File: src/rtl/core/efmd_pkg.sv
// Package for the earliest-finish machine dispatcher.
// Word types, machine constants and the command/status structs.
// No dependencies.
`timescale 1ns / 1ps

package efmd_pkg;

  localparam int unsigned MACHINES  = 8;
  localparam int unsigned MachIdxW  = $clog2(MACHINES);
  localparam int unsigned CountW    = 4;
  localparam int unsigned DurW      = 8;
  localparam int unsigned TimeW     = 32;

  // action codes
  localparam logic ActDispatch = 1'b0;
  localparam logic ActLoad     = 1'b1;

  typedef struct packed {
    logic                action;
    logic [MachIdxW-1:0] machine_index;
    logic [DurW-1:0]     duration;
  } efmd_in_t;

  typedef struct packed {
    logic [TimeW-1:0]    finish_time;
    logic [MachIdxW-1:0] chosen_machine;
  } efmd_out_t;

  // controller -> datapath
  typedef struct packed {
    logic accept;   // word taken this cycle
    logic step;     // compare one more machine
    logic commit;   // update free time, fill output register
  } efmd_cmd_t;

  // datapath -> controller
  typedef struct packed {
    logic item_is_load;  // from the input word, valid with in_valid
    logic single;        // only machine 0 takes part
    logic scan_last;     // current scan index is the last machine
  } efmd_status_t;

endpackage

File: src/rtl/core/efmd_dp.sv
// Datapath: duration table, per-machine free times, scan compare unit,
// output word register and machine count register. Depends on efmd_pkg.
`timescale 1ns / 1ps

module efmd_dp import efmd_pkg::*; (
  input  logic               clk_i,
  input  logic               rst_ni,
  input  efmd_in_t           in_data_i,
  input  efmd_cmd_t          cmd_i,
  output efmd_status_t       status_o,
  input  logic               cfg_we_i,
  input  logic [CountW-1:0]  cfg_data_i,
  output efmd_out_t          out_data_o
);

  logic [TimeW-1:0]    free_time_q [MACHINES];
  logic [DurW-1:0]     dur_tab_q   [MACHINES];

  logic [CountW-1:0]   count_q;
  logic [CountW-1:0]   count_clamped;
  logic [MachIdxW-1:0] last_idx;

  logic [MachIdxW-1:0] scan_idx_q, scan_idx_d;
  logic [TimeW:0]      best_fin_q, best_fin_d;
  logic [DurW-1:0]     best_dur_q, best_dur_d;
  logic [MachIdxW-1:0] best_idx_q, best_idx_d;
  logic                is_load_q;

  logic [MachIdxW-1:0] rd_idx;
  logic [TimeW:0]      cand_fin;
  logic [DurW-1:0]     cand_dur;
  logic                cand_wins;
  logic [TimeW-1:0]    fin_sat;
  efmd_out_t           out_data_q;

  // machine count: zero acts as one, large values clip to the machine total
  always_comb begin
    count_clamped = count_q;
    if (count_q == '0) begin
      count_clamped = CountW'(1);
    end else if (count_q > CountW'(MACHINES)) begin
      count_clamped = CountW'(MACHINES);
    end
  end
  assign last_idx = MachIdxW'(count_clamped - CountW'(1));

  // on accept the scan starts at machine 0, later steps read the scan index
  assign rd_idx   = cmd_i.accept ? '0 : scan_idx_q;
  assign cand_dur = dur_tab_q[rd_idx];
  assign cand_fin = {1'b0, free_time_q[rd_idx]} + {{(TimeW+1-DurW){1'b0}}, cand_dur};
  assign cand_wins = (cand_fin < best_fin_q) ||
                     ((cand_fin == best_fin_q) && (cand_dur > best_dur_q));

  always_comb begin
    scan_idx_d = scan_idx_q;
    best_fin_d = best_fin_q;
    best_dur_d = best_dur_q;
    best_idx_d = best_idx_q;
    if (cmd_i.accept) begin
      scan_idx_d = MachIdxW'(1);
      best_fin_d = cand_fin;
      best_dur_d = cand_dur;
      best_idx_d = '0;
    end else if (cmd_i.step) begin
      scan_idx_d = scan_idx_q + MachIdxW'(1);
      if (cand_wins) begin
        best_fin_d = cand_fin;
        best_dur_d = cand_dur;
        best_idx_d = scan_idx_q;
      end
    end
  end

  assign fin_sat = best_fin_q[TimeW] ? '1 : best_fin_q[TimeW-1:0];

  always_ff @(posedge clk_i or negedge rst_ni) begin
    if (!rst_ni) begin
      count_q    <= CountW'(1);
      scan_idx_q <= '0;
      is_load_q  <= 1'b0;
      for (int i = 0; i < MACHINES; i++) begin
        free_time_q[i] <= '0;
      end
    end else begin
      if (cfg_we_i) begin
        count_q <= cfg_data_i;
      end
      scan_idx_q <= scan_idx_d;
      if (cmd_i.accept) begin
        is_load_q <= (in_data_i.action == ActLoad);
      end
      if (cmd_i.commit && !is_load_q) begin
        free_time_q[best_idx_q] <= fin_sat;
      end
    end
  end

  always_ff @(posedge clk_i) begin
    best_fin_q <= best_fin_d;
    best_dur_q <= best_dur_d;
    best_idx_q <= best_idx_d;
    if (cmd_i.accept && (in_data_i.action == ActLoad)) begin
      dur_tab_q[in_data_i.machine_index] <= in_data_i.duration;
    end
    if (cmd_i.commit) begin
      if (is_load_q) begin
        out_data_q <= '0;
      end else begin
        out_data_q.finish_time    <= fin_sat;
        out_data_q.chosen_machine <= best_idx_q;
      end
    end
  end

  assign out_data_o            = out_data_q;
  assign status_o.item_is_load = (in_data_i.action == ActLoad);
  assign status_o.single       = (last_idx == '0);
  assign status_o.scan_last    = (scan_idx_q == last_idx);

endmodule

File: src/rtl/core/efmd_ctrl.sv
// Controller: sequences accept, machine scan and commit, and owns the
// input stall and output valid. Depends on efmd_pkg.
`timescale 1ns / 1ps

module efmd_ctrl import efmd_pkg::*; (
  input  logic         clk_i,
  input  logic         rst_ni,
  input  logic         in_valid_i,
  output logic         in_stall_o,
  output logic         out_valid_o,
  input  logic         out_stall_i,
  input  efmd_status_t status_i,
  output efmd_cmd_t    cmd_o
);

  localparam logic [1:0] StIdle = 2'd0;
  localparam logic [1:0] StScan = 2'd1;
  localparam logic [1:0] StDone = 2'd2;

  logic [1:0] state_q, state_d;
  logic       out_valid_q, out_valid_d;
  logic       out_free;

  assign out_free   = !out_valid_q || !out_stall_i;
  assign in_stall_o = (state_q != StIdle);

  always_comb begin
    state_d      = state_q;
    cmd_o        = '0;
    unique case (state_q)
      StIdle: begin
        if (in_valid_i) begin
          cmd_o.accept = 1'b1;
          state_d = (status_i.item_is_load || status_i.single) ? StDone : StScan;
        end
      end
      StScan: begin
        cmd_o.step = 1'b1;
        if (status_i.scan_last) begin
          state_d = StDone;
        end
      end
      StDone: begin
        if (out_free) begin
          cmd_o.commit = 1'b1;
          state_d = StIdle;
        end
      end
      default: begin
        state_d = StIdle;
      end
    endcase
  end

  always_comb begin
    out_valid_d = out_valid_q;
    if (cmd_o.commit) begin
      out_valid_d = 1'b1;
    end else if (!out_stall_i) begin
      out_valid_d = 1'b0;
    end
  end

  always_ff @(posedge clk_i or negedge rst_ni) begin
    if (!rst_ni) begin
      state_q     <= StIdle;
      out_valid_q <= 1'b0;
    end else begin
      state_q     <= state_d;
      out_valid_q <= out_valid_d;
    end
  end

  assign out_valid_o = out_valid_q;

  // a commit never overwrites a word still waiting at the output
  a_commit_free: assert property (@(posedge clk_i) disable iff (!rst_ni)
    cmd_o.commit |-> !(out_valid_q && out_stall_i))
    else $error("commit while output word pending");

  a_commit_shows: assert property (@(posedge clk_i) disable iff (!rst_ni)
    cmd_o.commit |=> out_valid_o)
    else $error("committed word not presented");

  a_scan_start: assert property (@(posedge clk_i) disable iff (!rst_ni)
    (cmd_o.accept && !status_i.item_is_load && !status_i.single) |=> (state_q == StScan))
    else $error("dispatch with several machines skipped the scan");

  a_scan_end: assert property (@(posedge clk_i) disable iff (!rst_ni)
    (state_q == StScan && status_i.scan_last) |=> (state_q == StDone))
    else $error("scan ran past the last machine");

endmodule

File: src/rtl/core/earliest_finish_machine_dispatcher.sv
// Earliest-finish machine dispatcher: top level joining controller and
// datapath. Depends on efmd_pkg, efmd_ctrl, efmd_dp.
//
// Usage:
//   Input channel (in_valid_i / in_stall_o / in_data_i): a load word writes
//   one machine's per-job duration; a dispatch word picks, among machines
//   0 .. machine_count-1, the one with least free time plus duration (ties
//   to the longer duration, then the lower index) and advances its free time.
//   Output channel (out_valid_o / out_stall_i / out_data_o): one word per
//   input word; finish time (saturating) and machine, all zero for a load.
//   Config channel (cfg_valid_i / cfg_ready_o / cfg_data_i): machine_count,
//   always ready; write only while idle.
//   Sequence: a load goes from accept straight to commit; a dispatch steps
//   through the scan (1 .. 8 machines, one compare per cycle through a single
//   add/compare unit) before its commit. Input is held off while a word is
//   in flight; a finished word waits in the output register, and a stalled
//   receiver holds the block in its commit step until the register frees.
//   Reset: free times clear to zero, machine_count to 1; durations are
//   undefined until loaded.
`timescale 1ns / 1ps

module earliest_finish_machine_dispatcher import efmd_pkg::*; (
  input  logic              clk_i,
  input  logic              rst_ni,
  input  logic              in_valid_i,
  output logic              in_stall_o,
  input  efmd_in_t          in_data_i,
  output logic              out_valid_o,
  input  logic              out_stall_i,
  output efmd_out_t         out_data_o,
  input  logic              cfg_valid_i,
  output logic              cfg_ready_o,
  input  logic [CountW-1:0] cfg_data_i
);

  efmd_cmd_t    cmd;
  efmd_status_t status;

  assign cfg_ready_o = 1'b1;

  efmd_ctrl u_ctrl (
    .clk_i       (clk_i),
    .rst_ni      (rst_ni),
    .in_valid_i  (in_valid_i),
    .in_stall_o  (in_stall_o),
    .out_valid_o (out_valid_o),
    .out_stall_i (out_stall_i),
    .status_i    (status),
    .cmd_o       (cmd)
  );

  efmd_dp u_dp (
    .clk_i      (clk_i),
    .rst_ni     (rst_ni),
    .in_data_i  (in_data_i),
    .cmd_i      (cmd),
    .status_o   (status),
    .cfg_we_i   (cfg_valid_i),
    .cfg_data_i (cfg_data_i),
    .out_data_o (out_data_o)
  );

endmodule

File: config.mk
export PLATFORM = sky130hd
export DESIGN_NAME = earliest_finish_machine_dispatcher
export DESIGN_NICKNAME = d
export VERILOG_FILES = /design/src/rtl/core/efmd_pkg.sv /design/src/rtl/core/efmd_dp.sv /design/src/rtl/core/efmd_ctrl.sv /design/src/rtl/core/earliest_finish_machine_dispatcher.sv
export SDC_FILE = /design/constraint.sdc
export NUM_CORES = 1
export LEC_CHECK = 0
export BUFFER_PORTS_ARGS = -buffer_cell sky130_fd_sc_hd__buf_4
export CORE_MARGIN = 2
export CORE_UTILIZATION = 67
export CTS_CLUSTER_SIZE = 24
export DETAILED_ROUTE_END_ITERATION = 10
export GPL_ROUTABILITY_DRIVEN = 0
export PLACE_DENSITY = 0.81
export SLEW_MARGIN = 15
export SYNTH_ARGS = -nofsm -noshare
export SYNTH_HDL_FRONTEND = slang
export SYNTH_HIERARCHICAL = 1
export SYNTH_SLANG_ARGS = --single-unit
File: constraint.sdc
create_clock -name clk_i -period 21.9 [get_ports clk_i]
set_input_delay 1.095 -clock clk_i [delete_from_list [all_inputs] [get_ports clk_i]]
set_output_delay 1.095 -clock clk_i [all_outputs]
set_load 0.1 [all_outputs]
Word-level counts from Yosys, hierarchy flattened
Memory sizes are Yosys's and may differ from the RTL's.
Index checks and enable logic that the tools add are counted.
W data, S select, Z words.
Storage, ports and cells
  register bits after elaboration: 346
  bits in writable memories: 64
  output and inout bits: 38
  memories: 1
Cells by class
  $add $sub $neg: 3
  magnitude comparators: 6
  equality and inequality tests: 8
  multiplexer cells: 32
  bitwise gates (word level): 2
  reductions and logical operators: 19
Memories
  u_dp.dur_tab_q: depth 8, bits a word 8, rd ports 1, clocked after memory_dff 0, write ports 1, line efmd_dp.sv:17  | logic [DurW-1:0] dur_tab_q [MACHINES];
Operators by type and width (number)
  $bwmux W256: 1
  $mux W32: 4
  $mux W33: 3
  $bmux W32 S3: 1
  $demux W32 S3: 1
  $add A32 B8 Y33: 1
  $eq A33 B33 Y1: 1
  $lt A33 B33 Y1: 1
  $mux W8: 3
  $mux W3: 5
  $mux W1: 9
  $ge A4 B4 Y1 const B: 2
  $gt A8 B8 Y1: 1
  $mux W2: 4
  $not A3 Y4: 2
  $pmux W2 S3: 1
  $reduce_bool A2 Y1: 3
  $gt A4 B4 Y1 const B: 1
  $logic_and A1 B1 Y1: 4
  $logic_not A4 Y1: 1
  $lt A4 B1 Y1 const B: 1
  $ne A2 B1 Y1 const B: 2
  $ne A2 B2 Y1 const B: 2
  $reduce_and A2 Y1: 2
  10 further kinds: 14

Logic depth before layout (Yosys ltp)
  depth after elaboration: 14
  mapped depth: 29
  depth with buffers taken out: 24

Cells and area by module
Netlist, hierarchy kept.
By module, submodules not included
  efmd_dp: instances 1, cells each 1696, area an instance 18921.9 µm², seq. area each 10871.7 µm²
  efmd_ctrl: instances 1, cells each 17, area an instance 170.2 µm², seq. area each 75.1 µm²
  earliest_finish_machine_dispatcher: instances 1, cells each 2, area an instance 11.3 µm², seq. area each 0.0 µm²

Worst setup path after synthesis
Ideal clock, no wire load.
  kind: input-to-reg
  start point: in in_valid_i
  end point: reg u_dp.best_dur_q[0], enable pin
  library setup time: 0.400 ns
  arrival time: 7.747 ns
  data required time: 21.500 ns
  path slack: 13.754 ns
  cell stages on the path: 27
  buffers on the path: 4
  cell sequence: nor3b_1 > buf_6 > nand2b_1 > buf_2 > buf_1 > o22a_1 > nor2_1 > o41a_1 > inv_1 > ha_1 > inv_1 > fa_1 > nor2b_1 > o21bai_1 > a21boi_0 > o22a_1 > or3b_1 > buf_2 > nor3b_1 > xor2_1 > ha_1 > a21o_1 > a21o_1 > a21oi_1 > o311ai_0 > a2111oi_0 > or4_1
Between the ends
  longest elaborated chain between the ends: 13
Ends and longest elaborated chain
  start, declared: line earliest_finish_machine_dispatcher.sv:25  | input logic in_valid_i,
  $mux W1 *: line efmd_ctrl.sv:32  | if (in_valid_i) begin
  $mux W1 *: line efmd_ctrl.sv:30  | unique case (state_q)
  branches (longest 10 deep; another with $add A32 B8 Y33)
  $reduce_and A2 Y1 (no source line) *
  end signal, assigned: line efmd_dp.sv:100  | best_dur_q <= best_dur_d;
  end, declared: line efmd_dp.sv:25  | logic [DurW-1:0] best_dur_q, best_dur_d;
Every way passes the cells marked *. The select of a mux whose other input is x is not followed.
A chain may end at the register's enable or synchronous reset.

==> metrics.md <==
| Metric | Value |
|---|---|
| Pre-CTS setup slack | `12.94 ns` |
| Most frequent cells in the layout | `dfrtp_1, nor2_1, nand2_1` |
| Initial cell density of the core | `68.4%` |
| # port buffers | `57` |
| Cell type contributing the most total cell area after synthesis | `dfrtp_1` |
| Maximum level of the CTS H-tree | `2` |
| Global-route wire length before repair | `71600 µm` |
| Mapped Nets | `1789` |
| Layout overhead on the synthesized area | `10.4%` |
| Detailed Place HPWL | `27500 µm` |
| Clk pin slew, worst setup/hold paths | `0.06 ns` |
| Final Routed Wirelength | `43500 µm` |
| Largest net degree at the start of global routing | `170` |
| Final WS setup | `13.33 ns` |
| Mean instance size in the synthesized netlist | `11.1 µm²` |
| Total negative slack | `0 ns` |
| Final hold violation count | `0` |
| Fmax | `117 MHz` |
| Number of nets in the final layout | `1802` |
| Detail-routed via count per cell | `6.20` |
| Peak ir drop on the vdd network | `0.163 mV` |
| Number of distinct library cells after synthesis | `82` |
| Async set-reset flop share out of synthesis | `65.1%` |
| Largest buffer count on any clock path | `3` |
| Number of I/O pins | `59` |
| Length of the first detailed-routing pass in iterations | `5` |
| Inserted Clock Buffers | `42` |
| Fin util | `75.5%` |
| Number of setup buffers added after CTS | `0` |
| Final Setup Violations | `0` |
| Synthesized netlist cell count | `1715` |
| Crit path DAT | `8.68 ns` |
| Largest fanout of any net on the critical path | `42` |
| Min Clock Period, post-route | `8.57 ns` |
| Sequential-to-total area share from yosys stat | `57.3%` |
| Global-route congestion overflow total | `0` |
| Vias | `13268` |
| Portion of synthesized cell area occupied by the leading cell type | `34.8%` |
| CTS hold repair buffers | `0` |
| Post-synthesis instance area | `19100 µm²` |
| Die ar. | `29900 µm²` |
| Number of fill cells | `1843` |
| Max-cap violation count | `0` |
| Detail-routed net length per standard cell | `20.3 µm` |
| Gates resized, CTS repair | `0` |
| Proportion of layout cells with a drive suffix above 1 | `16.0%` |
| Worst-case clock skew | `0.0154 ns` |
| Vias in the first global route | `13611` |
| Area of the multi-input gates | `7440 µm²` |
| Slew at the pin closest to its max-slew limit | `1.03 ns` |
| Setup CP Type | `in -> reg` |
| Power Density | `163 nW/µm²` |
| Flip-flop and latch count after synthesis | `410` |
| Starting DRC count in detailed routing | `1297` |
| Outcome | `completed` |
| Critical path launch point type | `primary input` |
| Final period util | `39.2%` |
| Total count of max-transition violations in the final report | `0` |
| Clock tree from TritonCTS | `yes` |
| Area of the core | `27900 µm²` |
| Number of antenna violations at the first check in global routing | `1` |
| Total of warnings raised by yosys | `6` |
| Number of remaining DRC errors | `0` |
| Clk Tree Root Cell | `clkbuf_16` |
| Die height | `173 µm` |
| Worst slew slack as a fraction of its limit | `31.2%` |
| Classification of the worst-slack hold path | `reg -> reg` |
| Most frequent standard cell in the layout excluding fill and tap cells | `dfrtp_1` |
| Site row count | `61` |
| Critical Path RT | `22.01 ns` |
| Number of flops mapped to enable cells by yosys | `140` |
| Kind of capture point of the worst setup path | `flop` |
| Ys flop type | `dfrtp_1` |
| Worst-skew pair later-pin latency | `0.53 ns` |
| Horizontal die dimension | `173 µm` |
| Number of sinks driven by the clock tree | `410` |
| Global-route usage over all layers | `29.9%` |
| Leakage power of the design | `0.00918 µW` |
| Cell types occupying the most area after synthesis | `dfrtp_1, edfxtp_1, nor2_1, a21oi_1, o21ai_0` |
| Register cell area after layout | `11000 µm²` |
| ANT nets after route | `0` |
| Unrepaired setup endpoints after global routing | `false` |
| # diodes | `0` |
[sequential cells by signal (all words and copies together) (netlist names)]
signal	cells
u_ctrl/state_q	2
u_dp/best_idx_q	3
u_dp/count_q	4
u_dp/free_time_q	256
u_dp/out_data_o	35
u_dp/best_dur_q	8
u_dp/best_fin_q	33
u_dp/dur_tab_q	64
u_dp/scan_idx_q	3
u_dp/is_load_q	1
u_ctrl/out_valid_o	1
[cell usage after synthesis, types with 15 or more instances]
master	count
a32oi_1	15
nor2_1	231
nor2b_1	15
o22ai_1	16
a22oi_1	30
inv_1	48
o21ai_0	149
xnor2_1	21
a21oi_1	162
edfxtp_1	140
ha_1	52
dfrtp_1	266
mux4_2	25
clkbuf_1	69
nand2_1	166
xor2_1	15
mux2_2	63
mux2i_1	16
[cells by family after synthesis]
kind of cell	after synthesis	synth area share [%]
compound gates	446	13.9
simple gates	503	12.1
mux	104	7.50
flops	410	57.3
other cells	1	0.0196
xor+xnor	36	1.65
buf+inv	162	4.04
fa+ha+maj	53	3.51
[routing by layer]
| metal | vias to the layer above | GRT usage, % | routed length (µm) |
|---|---|---|---|
| met5 | - | 0 | 0 |
| met4 | 0 | 11.6 | 1430 |
| met3 | 93 | 4.35 | 2540 |
| met2 | 469 | 50.7 | 21700 |
| met1 | 6564 | 39.5 | 17800 |
| li1 | 6142 | - | - |
[where the power goes]
part	internal (µW)	leakage, µW	total [µW]	switching (µW)
combinational	520	0.00358	1500	977
sequential	1080	0.00492	1220	134
clock	425	0.000681	715	289
total	2030	0.00918	3430	1400
[final timing paths]
path                       slack (ns)                           endpoint                         startpoint  cells past startpoint
min in group asynchronous        0.58  u_dp/free_time_q[172]$_DFFE_PN0P_                             rst_ni                      1
hold reg to reg                  0.48  u_dp/free_time_q[111]$_DFFE_PN0P_  u_dp/free_time_q[111]$_DFFE_PN0P_                      2
setup reg to reg                13.49       u_dp/best_fin_q[4]$_DFFE_PP_      u_ctrl/state_q[0]$_DFFE_PN0P_                     23
hold / removal                   0.48  u_dp/free_time_q[111]$_DFFE_PN0P_  u_dp/free_time_q[111]$_DFFE_PN0P_                      2
max in group asynchronous       19.88     u_dp/scan_idx_q[2]$_DFFE_PN0P_                             rst_ni                      2
setup / recovery                13.33       u_dp/best_fin_q[4]$_DFFE_PP_                         in_valid_i                     24
[cell type report]
class	instances	area share (%)
well taps	378	2.24
inverters	49	0.872
flip-flops and latches	410	51.9
clock inverters	17	0.682
multi-input cells	1143	35.3
clock buffers	60	5.99
repair buffers	82	3.01
[through the flow]
step / area (µm²) / hold WS, ns / power [µW] / std cells
floorplan: 19100 / 0.445 / 2310 / 1715
global placement: 19700 / 0.458 / 2620 / 2062
detailed placement: 19700 / 0.466 / 2690 / 2062
CTS: 21100 / 0.480 / 3420 / 2139
global route: 21100 / 0.507 / 3640 / 2139
finish: 21100 / 0.476 / 3430 / 2139
[critical path, stage by stage]
cell	delay [ns]
buf_4	0.08
nor3b_2	0.14
buf_4	0.52
nand2b_1	0.71
o22a_1	0.26
nor2_1	0.04
o41a_1	0.47
inv_1	0.10
ha_1	0.19
inv_1	0.06
fa_1	0.39
nor2b_1	0.17
o21bai_1	0.08
a21boi_0	0.27
o22a_1	0.25
or3b_1	0.56
nor4_2	0.30
xor2_1	0.14
ha_1	0.35
nand4_1	0.16
or2_2	0.35
o311ai_0	0.51
a2111oi_0	0.25
or4_2	1.20
No activity file was read; power rests on OpenSTA's default activity.
